### src/rtl/core/lpr_pkg.sv
// Shared types, codes and helper function of the longest prefix router.
`default_nettype none
package lpr_pkg;

    localparam int ADDR_W = 32;
    localparam int LEN_W  = 6;
    localparam int PORT_W = 4;
    localparam int TTL_W  = 8;
    localparam int STAT_W = 3;

    localparam logic [LEN_W-1:0] MAX_LEN = 6'd32;

    localparam logic FUNC_INSERT = 1'b0;
    localparam logic FUNC_ROUTE  = 1'b1;

    localparam logic [STAT_W-1:0] STAT_INSERTED  = 3'd0;
    localparam logic [STAT_W-1:0] STAT_FORWARDED = 3'd1;
    localparam logic [STAT_W-1:0] STAT_DROP_TTL  = 3'd2;
    localparam logic [STAT_W-1:0] STAT_NO_ROUTE  = 3'd3;
    localparam logic [STAT_W-1:0] STAT_FULL      = 3'd4;

    localparam logic [TTL_W-1:0] TTL_MIN_FWD = 8'd2;

    typedef struct packed {
        logic [ADDR_W-1:0] prefix;
        logic [LEN_W-1:0]  length;
        logic [ADDR_W-1:0] hop;
        logic              gateway;
        logic [PORT_W-1:0] port;
    } t_entry;

    typedef struct packed {
        logic hit;
        logic len_eq;
        logic len_gt;
    } t_cmp;

    // Leading-ones mask; a length of 32 or more gives all ones.
    function automatic logic [ADDR_W-1:0] len_mask(input logic [LEN_W-1:0] len);
        return ~({ADDR_W{1'b1}} >> len);
    endfunction

endpackage
`default_nettype wire

### src/rtl/core/lpr_match.sv
// Shared compare unit: masked prefix match and length comparisons for one entry.
`default_nettype none
module lpr_match (
    input  wire logic [lpr_pkg::ADDR_W-1:0] i_key,
    input  wire logic [lpr_pkg::LEN_W-1:0]  i_key_len,
    input  wire logic [lpr_pkg::LEN_W-1:0]  i_best_len,
    input  wire lpr_pkg::t_entry            i_entry,
    output lpr_pkg::t_cmp                   o_cmp
);
    import lpr_pkg::*;

    assign o_cmp.hit    = ((i_key & len_mask(i_entry.length)) == i_entry.prefix);
    assign o_cmp.len_eq = (i_entry.length == i_key_len);
    assign o_cmp.len_gt = (i_entry.length > i_best_len);
endmodule
`default_nettype wire

### config.mk
export PLATFORM = sky130hd
export DESIGN_NAME = lpr_match
export DESIGN_NICKNAME = d
export VERILOG_FILES = /design/src/rtl/core/lpr_pkg.sv /design/src/rtl/core/lpr_match.sv
export SDC_FILE = /design/constraint.sdc
export NUM_CORES = 1
export LEC_CHECK = 0
export BUFFER_PORTS_ARGS = -buffer_cell sky130_fd_sc_hd__clkbuf_2
export CAP_MARGIN = 20
export CORE_ASPECT_RATIO = 1.5
export CORE_MARGIN = 2
export CORE_UTILIZATION = 39
export DETAILED_ROUTE_END_ITERATION = 16
export PLACE_DENSITY = 0.94
export SLEW_MARGIN = 20
export SYNTH_ARGS = -nofsm -noshare
export SYNTH_HDL_FRONTEND = slang
export SYNTH_SLANG_ARGS = --single-unit
### constraint.sdc
create_clock -name vclk -period 2.29
set_clock_uncertainty 0.1 [all_clocks]
set_input_delay 0.229 -clock vclk [all_inputs]
set_output_delay 0.229 -clock vclk [all_outputs]
set_load 0.01 [all_outputs]
## After elaboration in Yosys (flattened, before gate mapping)

Cells that the tools add are included.

- Latch bits: 0
- Memory bits (writable): 0
- Word-level logic and storage cells: 6
- Flip-flop bits (word level): 0
- Memory bits (read-only): 0
- Output and inout bits: 3
- Memories: 0

- Add/subtract/negate cells: 0
- Reduce and logical (&&, ||, !) cells: 0
- Mux-type cells: 0
- Multiply operators: 0
- Shift-type cells: 1
- Order comparisons: 1
- Div/mod/pow operators: 0
- Eq/ne operators: 2
- Bitwise operators: 2

Operator list:

| cell | count |
|---|---|
| bitwise AND 32 bit | 1 |
| equality test 32 bit | 1 |
| inverter 32 bit | 1 |
| right shift 32 x 6 -> 32 bit (first input constant) | 1 |
| equality test 6 bit | 1 |
| greater-than comparator 6 bit | 1 |

## Longest topological paths before layout

- Depth in word-level cells: 4
- Depth in mapped cells: 9

## Worst setup path before layout

Ideal clock, no wire load.

- Path kind: in2out
- From: in i_entry[59] (netlist name)
- To: out o_cmp[2] (netlist name)
- Arrival time: 1.633 ns
- Stages: 6
- Path buffers: 0
- Path slack: 0.328 ns
- Cells stage by stage: inv_1 > o22ai_1 > a2111o_1 > or4_1 > nor4_1 > and4_1

RTL lines:

| element | RTL line | source |
|---|---|---|
| start, declared | lpr_match.sv:7 | `input wire lpr_pkg::t_entry i_entry,` |
| end, declared | lpr_match.sv:8 | `output lpr_pkg::t_cmp o_cmp` |

==> results.sh <==
export IMPL_finalHoldViolations=0
export IMPL_drt_wl_total_mm=4.99
export IMPL_critPathSlowestCell="or4_4"
export IMPL_post_route_min_period_ps=2270
export IMPL_dr_pass1_iters=4
export IMPL_grt_pass1_wl_mm=7.78
export IMPL_utilization_pct=64.2
export IMPL_worstPathArrival_ps=1940
export IMPL_fin_setup_tns_ps=0
export IMPL_drv_cap=0
export IMPL_drc=0
export IMPL_maxSlewViolCount=0
export IMPL_path_delay_family="simple AND/OR/NAND/NOR gates"
export IMPL_worstPathMaxFanout=6
export IMPL_die_w_um=50.5
export IMPL_gp_congestion=1.02
export IMPL_boundaryPins=122
export IMPL_std_cell_rows=25
export IMPL_seq_cell_count=0
export IMPL_start_kind="input port"
export IMPL_status="finished clean"
export IMPL_cp_required_ps=1960
export IMPL_clockBufferCount=0
export IMPL_ir_drop_mv=0.107
export IMPL_maxSlewHeadroom_pct=70.4
export IMPL_avgSynthCellArea_um2=6.71
export IMPL_num_nets_final=423
export IMPL_preCtsSetupSlack_ps=-30.3
export IMPL_wire_per_inst_um=14.8
export IMPL_synth_fp_nets=314
export IMPL_postSynthCellCount=189
export IMPL_dp_cells=332
export IMPL_hpwl_mm=4.07
export IMPL_synth_area_mm2=0.00127
export IMPL_critical_path_class="in2out"
export IMPL_period_share_pct=98.9
export IMPL_vias_per_cell=5.74
export IMPL_area_growth_pct=58.3
export IMPL_yosysUniqueCellTypes=52
export IMPL_max_freq_mhz=441
export IMPL_slowest_delay_ps=530
export IMPL_antenna_cells=0
export IMPL_setup_viol=0
export IMPL_io_buffers=85
export IMPL_p_leak_nw=1.03
export IMPL_crit_chain="buf_8 -> or4_4 -> o21a_1 -> a21oi_2 -> nand3_1 -> nor4_2 -> and4_1 -> buf_2"
export IMPL_final_cells=336
export IMPL_drive_gt1_share_pct=45.9
export IMPL_end_kind="output pin"
export IMPL_grt_max_degree=13
export IMPL_rsz0062_at_grt="yes"
export IMPL_grt_antenna_before_repair=0
export IMPL_tightestPinTransition_ps=440
export IMPL_die_area_mm2=0.00373
export IMPL_synth_warnings=0
export IMPL_first_iter_violations=98
export IMPL_hp_class="in2out"
export IMPL_worst_slack_ps=25.0
export IMPL_core_mm2=0.00313
export IMPL_drtAntennaViolNets=0
export IMPL_holdWs_ps=712
export IMPL_power_density_mw_per_mm2=178
export IMPL_grt_overflow=0
export IMPL_grt_usage_pct=25.9
export IMPL_cp_num_buf_inv=2
export IMPL_die_height_um=73.8
export IMPL_dr_total_vias=1928
export IMPL_seqCellArea_um2=0
export IMPL_grt_pass1_vias=1897
export IMPL_initial_utilization_pct=40.5
export IMPL_ys_seq_area_share_pct=0
[worst paths after layout]
path | slack (ps) | cells after the start | from | end
setup / recovery | 20 | 8 | i_entry[40] | o_cmp[2]
hold / removal | 710 | 5 | i_key_len[3] | o_cmp[1]
[per-stage QoR]
stage	instance area, um^2	power [mW]
CTS	1920	0.332
global placement	1880	0.315
global route	2010	0.390
finish	2010	0.356
detailed placement	1880	0.323
floorplan	1270	0.174
[where the power goes]
part / total, mW / internal, mW / leakage [nW] / switching [mW]
sequential: 0 / 0 / 0 / 0
combinational: 0.356 / 0.179 / 1.03 / 0.177
clock: 0 / 0 / 0 / 0
total: 0.356 / 0.179 / 1.03 / 0.177
[layout make-up]
class | instances | area [um^2]
multi-input cells | 151 | 1150
fillers | 265 | 1120
repair buffers | 118 | 702
inverters | 27 | 101
well taps | 40 | 50.0
[repair_timing]
item / in CTS / in global routing
setup buffers: 1 / 3
hold buffers: 0 / 0
pin swaps: 3 / 10
resized for setup: 6 / 29
setup endpoints to repair: 1 / 1
[metal layers]
metal  track usage [%]  share of wire, %
met1              27.7                37
met2              50.1                50
met3              3.25               9.1
met4              10.5               3.7
met5                 0                 0
[tightest hold or removal path: cells and delay by family]
family,cells,cell delay (ps)
xor gates and xnor gates,1,50
and+or+nand+nor,2,100
buffers and inverters,2,200
[cells by family after synthesis]
kind of cell	synth area share, %
AOI/OAI and AO/OA	42.6
xor gates and xnor gates	13.1
adders and majority gates	5.92
buffers and inverters	14.5
muxes	0.790
and+or+nand+nor	23.0
[synth_stat cells, types with 2 or more instances]
cell / count / share of area [%]
a211oi_1: 2 / 1.2
a21boi_0: 3 / 1.8
a21o_1: 2 / 1.2
a21oi_1: 8 / 3.2
a22oi_1: 2 / 1.2
a311o_1: 3 / 2.4
a31oi_1: 6 / 3.0
a32oi_1: 2 / 1.4
and3_1: 3 / 1.5
and4_1: 3 / 2.1
buf_2: 6 / 2.4
buf_6: 4 / 3.6
ha_1: 6 / 5.9
inv_1: 27 / 8.0
nand2_1: 9 / 2.7
nand2b_1: 3 / 1.5
nand3_1: 4 / 1.6
nand4_1: 4 / 2.0
nor2_1: 6 / 1.8
nor2b_1: 3 / 1.5
nor3_1: 2 / 0.79
nor4_1: 4 / 2.0
o2111ai_1: 5 / 3.5
o211ai_1: 2 / 1.2
o21a_1: 5 / 3.0
o21ai_0: 16 / 6.3
o22ai_1: 6 / 3.0
o31ai_1: 2 / 1.2
xnor2_1: 9 / 6.2
xor2_1: 10 / 6.9
[layout by cell type (no fill, tap or decap), drive strengths merged, types with 5 or more instances in the layout]
cell / instances
clkbuf: 78
buf: 40
inv: 27
o21ai: 18
xor2: 10
nand2: 9
xnor2: 9
a21oi: 9
a31oi: 6
o22ai: 6
ha: 6
nor2: 6
o21a: 5
o2111ai: 5
nor4: 5
Power figures use the tool's default switching activity.
