## config.mk

```make
export PLATFORM = sky130hd
export DESIGN_NAME = lpr_table
export DESIGN_NICKNAME = d
export VERILOG_FILES = /design/src/rtl/core/lpr_pkg.sv /design/src/rtl/core/lpr_table.sv
export SDC_FILE = /design/constraint.sdc
export NUM_CORES = 2
export LEC_CHECK = 0
export BUFFER_PORTS_ARGS = -buffer_cell sky130_fd_sc_hd__clkbuf_2
export CAP_MARGIN = 20
export CORE_ASPECT_RATIO = 1.2
export CORE_UTILIZATION = 39
export DETAILED_ROUTE_END_ITERATION = 10
export PLACE_DENSITY_LB_ADDON = 0.15
export SLEW_MARGIN = 10
export SYNTH_ARGS = -nofsm -noshare
export SYNTH_HDL_FRONTEND = slang
export SYNTH_MEMORY_MAX_BITS = 65536
export SYNTH_SLANG_ARGS = --single-unit
```

## constraint.sdc

```tcl
create_clock -name i_clk -period 17.6 [get_ports i_clk]
set_input_delay 1.76 -clock i_clk [delete_from_list [all_inputs] [get_ports i_clk]]
set_output_delay 1.76 -clock i_clk [all_outputs]
set_load 0.01 [all_outputs]
```

## src/rtl/core/lpr_pkg.sv

```systemverilog
// Shared types, codes and helper function of the longest prefix router.
`default_nettype none
package lpr_pkg;

    localparam int ADDR_W = 32;
    localparam int LEN_W  = 6;
    localparam int PORT_W = 4;
    localparam int TTL_W  = 8;
    localparam int STAT_W = 3;

    localparam logic [LEN_W-1:0] MAX_LEN = 6'd32;

    localparam logic FUNC_INSERT = 1'b0;
    localparam logic FUNC_ROUTE  = 1'b1;

    localparam logic [STAT_W-1:0] STAT_INSERTED  = 3'd0;
    localparam logic [STAT_W-1:0] STAT_FORWARDED = 3'd1;
    localparam logic [STAT_W-1:0] STAT_DROP_TTL  = 3'd2;
    localparam logic [STAT_W-1:0] STAT_NO_ROUTE  = 3'd3;
    localparam logic [STAT_W-1:0] STAT_FULL      = 3'd4;

    localparam logic [TTL_W-1:0] TTL_MIN_FWD = 8'd2;

    typedef struct packed {
        logic [ADDR_W-1:0] prefix;
        logic [LEN_W-1:0]  length;
        logic [ADDR_W-1:0] hop;
        logic              gateway;
        logic [PORT_W-1:0] port;
    } t_entry;

    typedef struct packed {
        logic hit;
        logic len_eq;
        logic len_gt;
    } t_cmp;

    // Leading-ones mask; a length of 32 or more gives all ones.
    function automatic logic [ADDR_W-1:0] len_mask(input logic [LEN_W-1:0] len);
        return ~({ADDR_W{1'b1}} >> len);
    endfunction

endpackage
`default_nettype wire

```

## src/rtl/core/lpr_table.sv

```systemverilog
// Route table memory: one write port and one registered read port.
`default_nettype none
module lpr_table #(
    parameter int ROUTES = 64,
    parameter int IW     = 6
) (
    input  wire logic             i_clk,
    input  wire logic             i_we,
    input  wire logic [IW-1:0]    i_waddr,
    input  wire lpr_pkg::t_entry  i_wdata,
    input  wire logic [IW-1:0]    i_raddr,
    output lpr_pkg::t_entry       o_rdata
);
    import lpr_pkg::*;

    t_entry r_mem [ROUTES];
    t_entry r_rdata;

    always_ff @(posedge i_clk) begin
        if (i_we) begin
            r_mem[i_waddr] <= i_wdata;
        end
    end

    always_ff @(posedge i_clk) begin
        r_rdata <= r_mem[i_raddr];
    end

    assign o_rdata = r_rdata;
endmodule
`default_nettype wire

```

* Word level (Yosys, flattened, before mapping)
Memory sizes are Yosys's and may differ from the RTL's. A register that Yosys moved wholly into a read port is not among the register bits. Cells that the tools add are included.
Storage, ports and cells: register bits after elaboration 0, memory bits (writable) 4800, input bits 89, output and inout bits 75, word-level logic and storage cells 3, memories kept 1
Operators by class: mux-type cells 2
Memory list:
- r_mem | words 64, width 75, read ports 1, clocked after Yosys merged registers in 1, write ports 1, RTL line lpr_table.sv:16 | t_entry r_mem [ROUTES];
Operators with widths (number):
- two-way mux 1 bit | 2

* Depth between registers and ports, before layout
depth in word-level cells 2, gate-level depth with buffers 9, depth with buffers taken out 4

* Worst setup path after synthesis
Ideal clock, no wire load.
path kind input-to-reg, start point input i_waddr[3], end point memory r_mem[48][0] (netlist name), enable pin, library setup time 0.600 ns, data arrival time 7.370 ns, required time 17.000 ns, path slack 9.631 ns, cell stages on the path 4, path buffers 1, path through clkbuf_1 -> nor2b_1 -> nand4b_1 -> nor3_1
RTL lines:
- start, declared | RTL line lpr_table.sv:9 | input wire logic [IW-1:0] i_waddr,
- end, declared | RTL line lpr_table.sv:16
No word-level cell before the write port.

==> impl_metrics.tcl <==
set metrics [dict create \
    status "complete, no violations" \
    grt_usage_pct 25.1 \
    path_cells "buf_12 > buf_4 > buf_4 > buf_4 > buf_4 > mux4_2 > o22ai_1 > a211oi_1 > o211a_1" \
    first_iter_violations 12300 \
    numCtsBuffers 480 \
    crit_arrival_ps 6890 \
    die_x_um 627 \
    syn_area_um2 183000 \
    fmax_mhz 168 \
    fin_crit_ps 5960 \
    cp_slowest_cell "buf_4" \
    syn_to_final_growth_pct 14.6 \
    pwr-share-clk_pct 42.2 \
    rows 274 \
    grt_antenna_before_repair 73 \
    postCtsResizedCells 0 \
    post-route-cell-area_um2 209000 \
    ant_nets 0 \
    drv_slew 0 \
    grt_pass1_wl_um 792000 \
    synth_fp_nets 7694 \
    wire_per_inst_um 40.5 \
    ys_top_cells_by_count "4,800 x edfxtp_1, 1,200 x mux4_2, 300 x a22oi_1, 200 x buf_2, 162 x clkbuf_1" \
    seqPwrFrac_pct 53.0 \
    total_leakage_power_nw 64.6 \
    ys_async_sr_fraction_pct 0 \
    clk_path_buf_depth 4 \
    io_buffers 163 \
    synth_edf_count 4800 \
    num_io_pins 164 \
    fin_crit_sh_pct 33.9 \
    post_cts_buffers 0 \
    hold_viol_final 0 \
    fp.dieH_um 751 \
    synth_top_area_cell "edfxtp_1" \
    first_global_vias 90300 \
    p_per_area_nw_per_um2 116 \
    dp_hpwl_um 293000 \
    core_um2 465000 \
    route.detailed.drc 0 \
    seq_area_frac_synth_pct 79.8 \
    cts_hold_buf 0 \
    die-area_um2 471000 \
    setup_viol 0 \
    p_switching_mw 5.26 \
    grt_max_degree 112 \
    initial_utilization_pct 39.3 \
    finalCoreUtilization_pct 45.0 \
    gr-total-overflow 0 \
    avgSynthCellArea_um2 24.0 \
    worst_setup_path_start_kind "input port" \
    vias 89500 \
    cp_num_buf_inv 5 \
    crit_fanout 78 \
    drive_above_1_share_pct 28.8 \
    peakVddDrop_v 0.0000880 \
    synth_top_area_share_pct 79.0 \
    worst_path_most_repeated_cell "buf_4" \
    crit_path_start "i_raddr[0]" \
    yosysWarningCount 0 \
    min_path_type "reg2reg" \
    required_ps 18520 \
    yosys.cell_count.top_type "edfxtp_1" \
    ys_types 28 \
    p_sw_share_pct 21.6 \
    cts_tree "done" \
    maxCapViolations 0 \
    firstDrtPassIters 5 \
    clk_transition_reported_paths_ps 60 \
    via_per_inst 6.05 \
    gp_congestion 0.740 \
    rsz0062_at_grt "false" \
    drt-total-wl_um 599000 \
    worst_pin_slew_ps 1190 \
    fin_nets 8226 \
    finClkSkew_ps 69.6 \
    synth.area.top_cells "edfxtp_1 79%, mux4_2 15%, a22oi_1 1.2%, dfxtp_1 0.82%, mux2i_1 0.67%" \
    rr_startpoint "r_mem[6][50]$_DFFE_PP_" \
    clock_latency_ps 1030 \
    end_kind "flop" \
    ys.flop_type "edfxtp_1" \
    cts-root-buf "clkbuf_16" \
    htreeDepth 5 \
    ys_seq_elements 4875 \
    critPathMaxStageDelay_ps 850 \
    placed_area_um2 192000 \
    tns_ps 0 \
    pwr-share-comb_pct 4.7 \
    relSlewSlack_pct 20.6 \
    min-delay-start "r_mem[55][25]$_DFFE_PP_" \
    crit_type "in2reg" \
    p_int_mw 19.1 \
    syn_inst 7605 \
    critPathTopFamily "buffers and inverters" \
    clock_sinks 4875 \
]
[cell families (layout without fill, tap and decap cells)]
kind of cell | Yosys count | in the layout | synth area share [%]
flops | 4875 | 4875 | 79.8
mux | 1322 | 1322 | 15.5
compound gates | 651 | 651 | 2.71
buf+inv | 436 | 1391 | 1.17
simple gates | 321 | 321 | 0.859
other cells | 0 | 16 | 0
[worst paths after layout]
| kind | slack, ps | end | cells past startpoint |
|---|---|---|---|
| hold / removal | 830 | o_rdata[25]$_DFF_P_ | 4 |
| setup / recovery | 11640 | o_rdata[72]$_DFF_P_ | 9 |
| setup reg to reg | 15570 | o_rdata[50]$_DFF_P_ | 4 |
| hold reg to reg | 830 | o_rdata[25]$_DFF_P_ | 4 |
[metal layers]
metal	vias up	wire length (um)	track usage, %
met5	-	169	0
met4	28	20600	7.81
met3	903	52000	5.31
met2	4534	296000	41.9
met1	49800	231000	33.0
li1	34200	-	-
[worst min-delay path: cells and delay by family (launching register included)]
family / cells / cell delay, ps
muxes: 1 / 220
and+or+nand+nor: 1 / 80
AOI/OAI and AO/OA: 2 / 200
DFF: 1 / 310
[cells in the final DEF (no fill, tap or decap), drive strengths merged, types with 3 or more instances in the layout]
cell type	synthesis	final
a211oi	74	74
a22oi	300	300
and2	3	3
buf	274	336
bufinv	0	33
clkbuf	162	822
clkinv	0	181
clkinvlp	0	9
dfxtp	75	75
diode	0	16
edfxtp	4800	4800
inv	0	10
mux2i	122	122
mux4	1200	1200
nand2	8	8
nand2b	9	9
nand3	134	134
nand3b	26	26
nor2	118	118
nor2b	9	9
o211a	75	75
o221ai	52	52
o22ai	149	149
or3	3	3
or3b	4	4
[state kept, by name, indices dropped and copies added, names as in the netlist]
name,flops
r_mem,4800
o_rdata,75
[through the flow]
step	instances	power, mW	hold slack [ps]	worst slack, ps
after floorplan	7605	13.7	780	9630
after global placement	13800	14.3	807	10400
after detailed placement	13800	14.3	813	10360
after CTS	14700	24.5	836	11510
after global routing	14800	25.0	886	11080
final	14800	24.3	833	11640
[power groups by stage]
stage / Combinational (mW) / Sequential (mW) / Clock [mW]
CTS: 1.13 / 12.9 / 10.4
detailed placement: 1.12 / 13.2 / 0
global placement: 1.11 / 13.2 / 0
finish: 1.15 / 12.9 / 10.3
floorplan: 0.592 / 13.1 / 0
global route: 1.21 / 12.9 / 10.8
[cell type report]
class / instances / area [um2]
Multi-Input combinational cell: 2294 / 35300
Clock inverter: 233 / 2220
Timing Repair Buffer: 486 / 4630
Antenna cell: 16 / 40.0
Clock buffer: 672 / 13500
Sequential cell: 4875 / 146000
Fill cell: 38900 / 256000
Tap cell: 6210 / 7770
Power figures use the tool's default switching activity.
